<file path="src/tsac_pkg.sv">
// Shared types, widths and register codes for the touch sensor anomaly checker.
package tsac_pkg;

   localparam int SENSOR_W    = 5;
   localparam int COUNT_W     = 16;
   localparam int MULT_W      = 4;
   localparam int HYST_W      = 8;
   localparam int MASK_W      = 32;
   localparam int REQ_TDATA_W = 64;
   localparam int RSP_TDATA_W = 48;
   localparam int CSR_ADDR_W  = 4;
   localparam int CSR_DATA_W  = 32;

   localparam logic [MULT_W-1:0]  HYPER_MULT_RESET  = 4'd3;
   localparam logic [COUNT_W-1:0] NML_LIMIT_RESET   = 16'd100;
   localparam logic [COUNT_W-1:0] STUCK_LIMIT_RESET = 16'd1000;
   localparam logic               BASELINE_EN_RESET = 1'b1;

   typedef enum logic [1:0] {
      REG_HYPER_MULT,
      REG_NML_LIMIT,
      REG_STUCK_LIMIT,
      REG_BASELINE_EN
   } csr_reg_type;

   typedef struct packed {
      logic                pad;
      logic [HYST_W-1:0]   hysteresis_value;
      logic [COUNT_W-1:0]  noise_threshold;
      logic [COUNT_W-1:0]  finger_threshold;
      logic                touch_active;
      logic [COUNT_W-1:0]  diff_count;
      logic                check_enable;
      logic [SENSOR_W-1:0] sensor_index;
   } req_item_type;

   typedef struct packed {
      logic [5:0]          pad;
      logic [MASK_W-1:0]   anomaly_mask;
      logic                baseline_reset_request;
      logic                anomaly;
      logic                stuck_hit;
      logic                no_mans_land_hit;
      logic                hyper_event;
      logic [SENSOR_W-1:0] result_sensor;
   } rsp_item_type;

   typedef struct packed {
      logic                bump;
      logic [SENSOR_W-1:0] sensor;
   } cnt_req_type;

endpackage

</file>
<file path="src/tsac_counter_bank.sv">
// Per-sensor limit counters that clear on a hit, with read-modify-write on commit.
module tsac_counter_bank #(
   parameter int NUM_SENSORS = 32
) (
   input  logic                          clock,
   input  logic                          reset,
   input  logic                          commit,
   input  tsac_pkg::cnt_req_type         req,
   input  logic [tsac_pkg::COUNT_W-1:0]  limit,
   output logic                          hit
);

   localparam int IDX_W = (NUM_SENSORS > 1) ? $clog2(NUM_SENSORS) : 1;

   logic [tsac_pkg::COUNT_W-1:0] count_ff [NUM_SENSORS];
   logic [tsac_pkg::COUNT_W-1:0] count_in [NUM_SENSORS];
   logic [IDX_W-1:0]             idx;
   logic [tsac_pkg::COUNT_W:0]   next_count;

   assign idx        = req.sensor[IDX_W-1:0];
   assign next_count = (tsac_pkg::COUNT_W + 1)'(count_ff[idx]) + (tsac_pkg::COUNT_W + 1)'(1);
   assign hit        = req.bump && (next_count > (tsac_pkg::COUNT_W + 1)'(limit));

   always_comb begin
      count_in = count_ff;
      if (commit && req.bump) begin
         if (hit) begin
            count_in[idx] = '0;
         end else begin
            count_in[idx] = next_count[tsac_pkg::COUNT_W-1:0];
         end
      end
   end

   always_ff @(posedge clock) begin
      if (reset) begin
         for (int i = 0; i < NUM_SENSORS; i++) begin
            count_ff[i] <= '0;
         end
      end else begin
         count_ff <= count_in;
      end
   end

endmodule

</file>
<file path="src/touch_sensor_anomaly_check.sv">
// Top level of the touch sensor anomaly checker: input stage, checks and result register.
//
// Channel  Dir  Handshake          Payload
// req      in   req_tvalid/tready  tdata: scan result fields, tuser: first_of_scan
// rsp      out  rsp_tvalid/tready  tdata: causes, flags and running anomaly mask
// csr      in   APB psel/penable   four configuration registers at 0x0, 0x4, 0x8, 0xC
//
// An accepted word is held in the input stage and moves into the result register when that
// register is free or being taken; one word is taken every cycle while the result is not stalled.
// The per-sensor counters are updated as a word moves into the result register, so the
// next word for the same sensor sees the new count without a stall.
// Reset clears all counters, the anomaly mask and the configuration to its defaults.
// A stalled result holds the input stage, which in turn holds req_tready low.
module touch_sensor_anomaly_check #(
   parameter int NUM_SENSORS = 32
) (
   input  logic                                clock,
   input  logic                                reset,
   input  logic                                req_tvalid,
   output logic                                req_tready,
   // sensor_index, check_enable, diff_count, touch_active, finger_threshold,
   // noise_threshold, hysteresis_value, zero fill
   input  logic [tsac_pkg::REQ_TDATA_W-1:0]    req_tdata,
   // first_of_scan
   input  logic [0:0]                          req_tuser,
   output logic                                rsp_tvalid,
   input  logic                                rsp_tready,
   // result_sensor, hyper_event, no_mans_land_hit, stuck_hit, anomaly,
   // baseline_reset_request, anomaly_mask, zero fill
   output logic [tsac_pkg::RSP_TDATA_W-1:0]    rsp_tdata,
   input  logic                                csr_psel,
   input  logic                                csr_penable,
   input  logic                                csr_pwrite,
   input  logic [tsac_pkg::CSR_ADDR_W-1:0]     csr_paddr,
   input  logic [tsac_pkg::CSR_DATA_W-1:0]     csr_pwdata,
   output logic [tsac_pkg::CSR_DATA_W-1:0]     csr_prdata,
   output logic                                csr_pready
);

   localparam int PROD_W = tsac_pkg::MULT_W + tsac_pkg::COUNT_W;
   localparam int SUM_W  = tsac_pkg::COUNT_W + 1;

   logic [tsac_pkg::MULT_W-1:0]  hyper_mult_ff,  hyper_mult_in;
   logic [tsac_pkg::COUNT_W-1:0] nml_limit_ff,   nml_limit_in;
   logic [tsac_pkg::COUNT_W-1:0] stuck_limit_ff, stuck_limit_in;
   logic                         baseline_en_ff, baseline_en_in;

   logic                         s1_valid_ff, s1_valid_in;
   tsac_pkg::req_item_type       s1_item_ff,  s1_item_in;
   logic                         s1_first_ff, s1_first_in;
   logic                         rsp_valid_ff, rsp_valid_in;
   tsac_pkg::rsp_item_type       rsp_item_ff,  rsp_item_in;
   logic [tsac_pkg::MASK_W-1:0]  scan_mask_ff, scan_mask_in;

   logic                         csr_write;
   tsac_pkg::csr_reg_type        csr_reg;
   logic                         advance;
   logic                         accept_in;
   logic                         check_on;
   logic [PROD_W-1:0]            hyper_level;
   logic                         hyper;
   logic                         in_band;
   tsac_pkg::cnt_req_type        band_req, touch_req;
   logic                         band_hit, stuck_hit;
   logic                         anomaly;
   logic [tsac_pkg::MASK_W-1:0]  mask_base;

   assign csr_pready = 1'b1;
   assign csr_write  = csr_psel && csr_penable && csr_pwrite && csr_pready;
   assign csr_reg    = tsac_pkg::csr_reg_type'(csr_paddr[3:2]);

   always_comb begin
      csr_prdata = '0;
      unique case (csr_reg)
         tsac_pkg::REG_HYPER_MULT:  csr_prdata = tsac_pkg::CSR_DATA_W'(hyper_mult_ff);
         tsac_pkg::REG_NML_LIMIT:   csr_prdata = tsac_pkg::CSR_DATA_W'(nml_limit_ff);
         tsac_pkg::REG_STUCK_LIMIT: csr_prdata = tsac_pkg::CSR_DATA_W'(stuck_limit_ff);
         tsac_pkg::REG_BASELINE_EN: csr_prdata = tsac_pkg::CSR_DATA_W'(baseline_en_ff);
         default:                   csr_prdata = '0;
      endcase
   end

   always_comb begin
      hyper_mult_in  = hyper_mult_ff;
      nml_limit_in   = nml_limit_ff;
      stuck_limit_in = stuck_limit_ff;
      baseline_en_in = baseline_en_ff;
      if (csr_write) begin
         unique case (csr_reg)
            tsac_pkg::REG_HYPER_MULT:  hyper_mult_in  = csr_pwdata[tsac_pkg::MULT_W-1:0];
            tsac_pkg::REG_NML_LIMIT:   nml_limit_in   = csr_pwdata[tsac_pkg::COUNT_W-1:0];
            tsac_pkg::REG_STUCK_LIMIT: stuck_limit_in = csr_pwdata[tsac_pkg::COUNT_W-1:0];
            tsac_pkg::REG_BASELINE_EN: baseline_en_in = csr_pwdata[0];
            default: ;
         endcase
      end
   end

   assign advance    = s1_valid_ff && (!rsp_valid_ff || rsp_tready);
   assign req_tready = !s1_valid_ff || advance;
   assign accept_in  = req_tvalid && req_tready;

   assign check_on = s1_item_ff.check_enable &&
                     ((tsac_pkg::SENSOR_W + 1)'(s1_item_ff.sensor_index) <
                      (tsac_pkg::SENSOR_W + 1)'(NUM_SENSORS));

   assign hyper_level = PROD_W'(hyper_mult_ff) * PROD_W'(s1_item_ff.finger_threshold);
   assign hyper       = check_on && (PROD_W'(s1_item_ff.diff_count) > hyper_level);
   assign in_band     = (s1_item_ff.diff_count > s1_item_ff.noise_threshold) &&
                        (SUM_W'(s1_item_ff.diff_count) <
                         SUM_W'(s1_item_ff.finger_threshold) +
                         SUM_W'(s1_item_ff.hysteresis_value));

   assign band_req.bump    = check_on && in_band;
   assign band_req.sensor  = s1_item_ff.sensor_index;
   assign touch_req.bump   = check_on && s1_item_ff.touch_active;
   assign touch_req.sensor = s1_item_ff.sensor_index;

   tsac_counter_bank #(
      .NUM_SENSORS (NUM_SENSORS)
   ) u_band_bank (
      .clock  (clock),
      .reset  (reset),
      .commit (advance),
      .req    (band_req),
      .limit  (nml_limit_ff),
      .hit    (band_hit)
   );

   tsac_counter_bank #(
      .NUM_SENSORS (NUM_SENSORS)
   ) u_touch_bank (
      .clock  (clock),
      .reset  (reset),
      .commit (advance),
      .req    (touch_req),
      .limit  (stuck_limit_ff),
      .hit    (stuck_hit)
   );

   assign anomaly   = hyper || band_hit || stuck_hit;
   assign mask_base = s1_first_ff ? '0 : scan_mask_ff;

   always_comb begin
      s1_valid_in  = s1_valid_ff;
      s1_item_in   = s1_item_ff;
      s1_first_in  = s1_first_ff;
      rsp_valid_in = rsp_valid_ff;
      rsp_item_in  = rsp_item_ff;
      scan_mask_in = scan_mask_ff;

      if (advance) begin
         scan_mask_in = anomaly ?
                        (mask_base | (tsac_pkg::MASK_W'(1) << s1_item_ff.sensor_index)) :
                        mask_base;
         rsp_item_in.pad                    = '0;
         rsp_item_in.anomaly_mask           = scan_mask_in;
         rsp_item_in.baseline_reset_request = anomaly && baseline_en_ff;
         rsp_item_in.anomaly                = anomaly;
         rsp_item_in.stuck_hit              = stuck_hit;
         rsp_item_in.no_mans_land_hit       = band_hit;
         rsp_item_in.hyper_event            = hyper;
         rsp_item_in.result_sensor          = s1_item_ff.sensor_index;
         rsp_valid_in                       = 1'b1;
      end else if (rsp_tready) begin
         rsp_valid_in = 1'b0;
      end

      if (accept_in) begin
         s1_item_in  = tsac_pkg::req_item_type'(req_tdata);
         s1_first_in = req_tuser[0];
         s1_valid_in = 1'b1;
      end else if (advance) begin
         s1_valid_in = 1'b0;
      end
   end

   always_ff @(posedge clock) begin
      if (reset) begin
         hyper_mult_ff  <= tsac_pkg::HYPER_MULT_RESET;
         nml_limit_ff   <= tsac_pkg::NML_LIMIT_RESET;
         stuck_limit_ff <= tsac_pkg::STUCK_LIMIT_RESET;
         baseline_en_ff <= tsac_pkg::BASELINE_EN_RESET;
         s1_valid_ff    <= 1'b0;
         rsp_valid_ff   <= 1'b0;
         scan_mask_ff   <= '0;
      end else begin
         hyper_mult_ff  <= hyper_mult_in;
         nml_limit_ff   <= nml_limit_in;
         stuck_limit_ff <= stuck_limit_in;
         baseline_en_ff <= baseline_en_in;
         s1_valid_ff    <= s1_valid_in;
         rsp_valid_ff   <= rsp_valid_in;
         scan_mask_ff   <= scan_mask_in;
      end
   end

   always_ff @(posedge clock) begin
      s1_item_ff  <= s1_item_in;
      s1_first_ff <= s1_first_in;
      rsp_item_ff <= rsp_item_in;
   end

   assign rsp_tvalid = rsp_valid_ff;
   assign rsp_tdata  = rsp_item_ff;

endmodule

</file>
<file path="config.mk">
export PLATFORM = sky130hd
export DESIGN_NAME = touch_sensor_anomaly_check
export DESIGN_NICKNAME = d
export VERILOG_FILES = /design/src/tsac_pkg.sv /design/src/tsac_counter_bank.sv /design/src/touch_sensor_anomaly_check.sv
export SDC_FILE = /design/constraint.sdc
export NUM_CORES = 2
export LEC_CHECK = 0
export BUFFER_PORTS_ARGS = -buffer_cell sky130_fd_sc_hd__buf_4
export CORE_MARGIN = 1.5
export CORE_UTILIZATION = 45
export DETAILED_ROUTE_END_ITERATION = 8
export MAX_ROUTING_LAYER = met4
export PLACE_DENSITY = 0.69
export SKIP_LAST_GASP = 1
export SYNTH_ARGS = -nofsm -noshare
export SYNTH_HDL_FRONTEND = slang
export SYNTH_SLANG_ARGS = --single-unit
</file>
<file path="constraint.sdc">
create_clock -name clock -period 5.85 [get_ports clock]
set_input_delay 1.17 -clock clock [delete_from_list [all_inputs] [get_ports clock]]
set_output_delay 1.17 -clock clock [all_outputs]
set_load 0.05 [all_outputs]
</file>
==> flow_summary.ini <==
[worst_setup_path]
cpMostUsedCell = buf_4
critPathRequiredTime_ns = 6.46
critPathBufInv = 9
cp_slowest_cell = nor4_1
crit_path_cell_trace = buf_12, buf_16, buf_4, buf_4, mux2i_1, o22ai_1, nor4_1, nand2_1, nand4_2, buf_4, nor3_1, xnor2_1, ha_1, nand4_1, o21ai_0, a2111oi_1, buf_4, nor2b_1, o21ai_4, inv_2, o31ai_4, buf_4, buf_12, o21ai_1
max_stage_delay_ns = 0.44
crit_path_start_kind = flip-flop
worstSetupEndpointType = flip-flop
timing_worst_setup_path_type = reg2reg
crit_family = buffers and inverters
crit_fanout = 23
arrival_ns = 6.33

[floorplanning]
die_w_um = 358.1
core_um2 = 125400
rows = 130
start_util = 0.4524
die_area_um2 = 128200
die_h_um = 358.1
pin_count = 191

[flow_run]
drv_cap = 0

[power_and_ir_drop]
power.net_switching_w = 0.004427
seq_power_share = 0.471
comb_power_share = 0.077
p_leak_nw = 23.69
clock_power_share = 0.452
vdd_drop_max_v = 0.0002540
p_int_w = 0.01340
swShare = 0.2483
power_density_nw_per_um2 = 270.1

[sta]
hold_viol = 0
slew_headroom = 0.07719
post-route-period-util = 0.9785
setup-tns-final_ns = 0
max_freq_ghz = 0.1747
setup_violations = 0
slew_violations = 0
final.setup.worst_slack_ns = 0.1260
post-route-min-period_ns = 5.724
worst_pin_slew_ns = 1.381
skew_ns = 0.03308

[placed_design]
pre_cts_ws_ns = -0.09067
gp_congestion = 0.9941
hpwl_um = 147000
io_buffer_count = 148
dpl.cell_count = 7984

[clocking]
clk_pin_slew_ns = 0.06
cts.sinks = 1201
clockRootBuffer = clkbuf_16
cts_hold_buf = 0
cts_buffer_depth = 3
clk_latency_ns = 0.77
h-tree-depth = 3
cts_tree = built
cts-buffers-inserted = 120

[synthesis]
syn_area_um2 = 56730
yosys-top-cells-area = dfxtp_1 39%, mux2i_1 10%, nand3b_1 6.0%, edfxtp_1 5.6%, o22ai_1 4.7%
yosysTopAreaCell = dfxtp_1
seq_area_frac_synth = 0.4425
synth_cells = 6339
synth_flop_cell = dfxtp_1
synth-async-reset-ratio = 0
synth_seq_cells = 1201
synth_most_common_cell = dfxtp_1
yosys.area.top_type_share = 0.3864
syn_area_per_cell_um2 = 8.950
synth_cell_types = 78
synth_common_cells = 1095 x dfxtp_1, 702 x nand2_1, 573 x mux2i_1
synth_edf_count = 106
ys_warn_count = 0

[global_routing]
grt_pass1_wl_um = 313300
grt_max_degree = 157
antenna_found_initial = 5
grt_pass1_vias = 48070
track_usage = 0.3347
grt_overflow = 0

[routing]
avgRoutedWirePerCell_um = 26.27
drcViolationCount = 0
viasPerCell = 6.288
ant_nets = 0
first_pass_iters = 9
drt-total-wl_um = 216200
vias = 51755
drt_iter0_drc = 7384

[hold_path]
hold_path.class = reg2reg

[final_layout]
drive_above_1_share = 0.1332
fin_cells = 8231
final_core_util = 0.5264
syn_to_final_growth_pct = 16.36
layout.nets = 6723

[status]
status = completed
## cells by family (layout without fill, tap and decap cells)
family          after synthesis  after routing  share of synthesized area
simple gates               2104           2104                     0.1967
xor+xnor                     51             51                   0.007873
mux                         574            574                     0.1015
other cells                   2             27                  0.0001324
compound gates             1544           1544                     0.1572
flops                      1201           1201                     0.4425
buf+inv                     721            938                    0.05897
fa+ha+maj                   142            142                    0.03515
## power by group through the flow
stage | Clock [W] | Sequential (W) | Combinational [W]
after floorplan | 0 | 0.00860 | 0.000824
after global placement | 0 | 0.00857 | 0.00125
after detailed placement | 0 | 0.00857 | 0.00126
after CTS | 0.00809 | 0.00839 | 0.00128
after global routing | 0.00842 | 0.00839 | 0.00145
final | 0.00806 | 0.00839 | 0.00138
## placed cells by master, fill, tap and decap left out, types with 13 or more instances in the layout
| cell | n |
|---|---|
| dfxtp_1 | 1093 |
| nand2_1 | 697 |
| mux2i_1 | 570 |
| o21ai_0 | 484 |
| buf_4 | 482 |
| nand3b_1 | 453 |
| o22ai_1 | 423 |
| a21oi_1 | 379 |
| nor2_1 | 271 |
| nand3_1 | 213 |
| nand2b_1 | 151 |
| inv_1 | 145 |
| clkbuf_16 | 124 |
| ha_1 | 108 |
| edfxtp_1 | 106 |
| a221oi_1 | 78 |
| buf_12 | 73 |
| or3_1 | 61 |
| o21ai_1 | 56 |
| nor4_1 | 54 |
| and2_1 | 52 |
| fa_1 | 29 |
| clkinv_2 | 29 |
| clkbuf_8 | 27 |
| nand4_1 | 23 |
| xor2_1 | 23 |
| conb_1 | 23 |
| xnor2_1 | 21 |
| nor2b_1 | 20 |
| clkbuf_1 | 20 |
| nor3_1 | 19 |
| nor4_2 | 18 |
| a21o_1 | 13 |
## worst reg2reg max path, cell delays in order, from the launching register on
cell,delay [ns]
edfxtp_1,0.37
buf_12,0.25
buf_16,0.27
buf_4,0.18
buf_4,0.19
mux2i_1,0.38
o22ai_1,0.20
nor4_1,0.44
nand2_1,0.33
nand4_2,0.21
buf_4,0.16
nor3_1,0.07
xnor2_1,0.26
ha_1,0.32
nand4_1,0.14
o21ai_0,0.10
a2111oi_1,0.37
buf_4,0.17
nor2b_1,0.07
o21ai_4,0.19
inv_2,0.12
o31ai_4,0.33
buf_4,0.18
buf_12,0.19
o21ai_1,0.10
## metal layers
metal | GRT usage | share of wire
met1 | 0.4207 | 0.39
met2 | 0.4848 | 0.43
met3 | 0.07328 | 0.11
met4 | 0.2142 | 0.074
met5 | - | 0
## final cells by class
| class | instances | area [um2] |
|---|---|---|
| fill | 11369 | 59390 |
| tap | 1650 | 2064 |
| inverter | 149 | 564.3 |
| antenna | 4 | 10.01 |
| sequential | 1201 | 25110 |
| clock inverter | 57 | 626.9 |
| multi-input combinational | 4438 | 28910 |
| timing repair buffer | 563 | 5239 |
| clock buffer | 169 | 3500 |
## final timing paths
check                         from               end  slack [ns]  depth (start not counted)
setup reg to reg       band_req[1]  scan_mask_ff[13]        0.13                         24
hold / removal    scan_mask_ff[21]  scan_mask_ff[21]        0.45                          2
hold reg to reg   scan_mask_ff[21]  scan_mask_ff[21]        0.45                          2
setup / recovery       band_req[1]  scan_mask_ff[13]        0.13                         24
## repair_timing
action | in CTS | in global routing
endpoints found under the setup margin | 51 | 769
pin swaps | 2 | 12
gates cloned | 1 | 2
gates resized for setup | 7 | 70
setup buffers | 1 | 13
## metrics by stage
stage	instance area [um2]	power, W	hold WS [ns]
finish	66020	0.01783	0.4478
global route	66020	0.01826	0.4614
CTS	65480	0.01775	0.4496
detailed placement	61280	0.009839	0.4417
global placement	61280	0.009824	0.4344
floorplan	56810	0.009428	0.4250
## registers in the layout, indices dropped and copies added, names as in the netlist
| register | cells |
|---|---|
| rsp_tvalid | 1 |
| rsp_tdata | 42 |
| stuck_limit_ff | 16 |
| hyper_mult_ff | 4 |
| s1_first_ff | 1 |
| band_req | 5 |
| baseline_en_ff | 1 |
| check_on | 1 |
| scan_mask_ff | 32 |
| nml_limit_ff | 16 |
| s1_item_ff | 57 |
| s1_valid_ff | 1 |
| u_band_bank.count_ff | 512 |
| u_touch_bank.count_ff | 512 |
No activity file was read; power rests on OpenSTA's default activity.
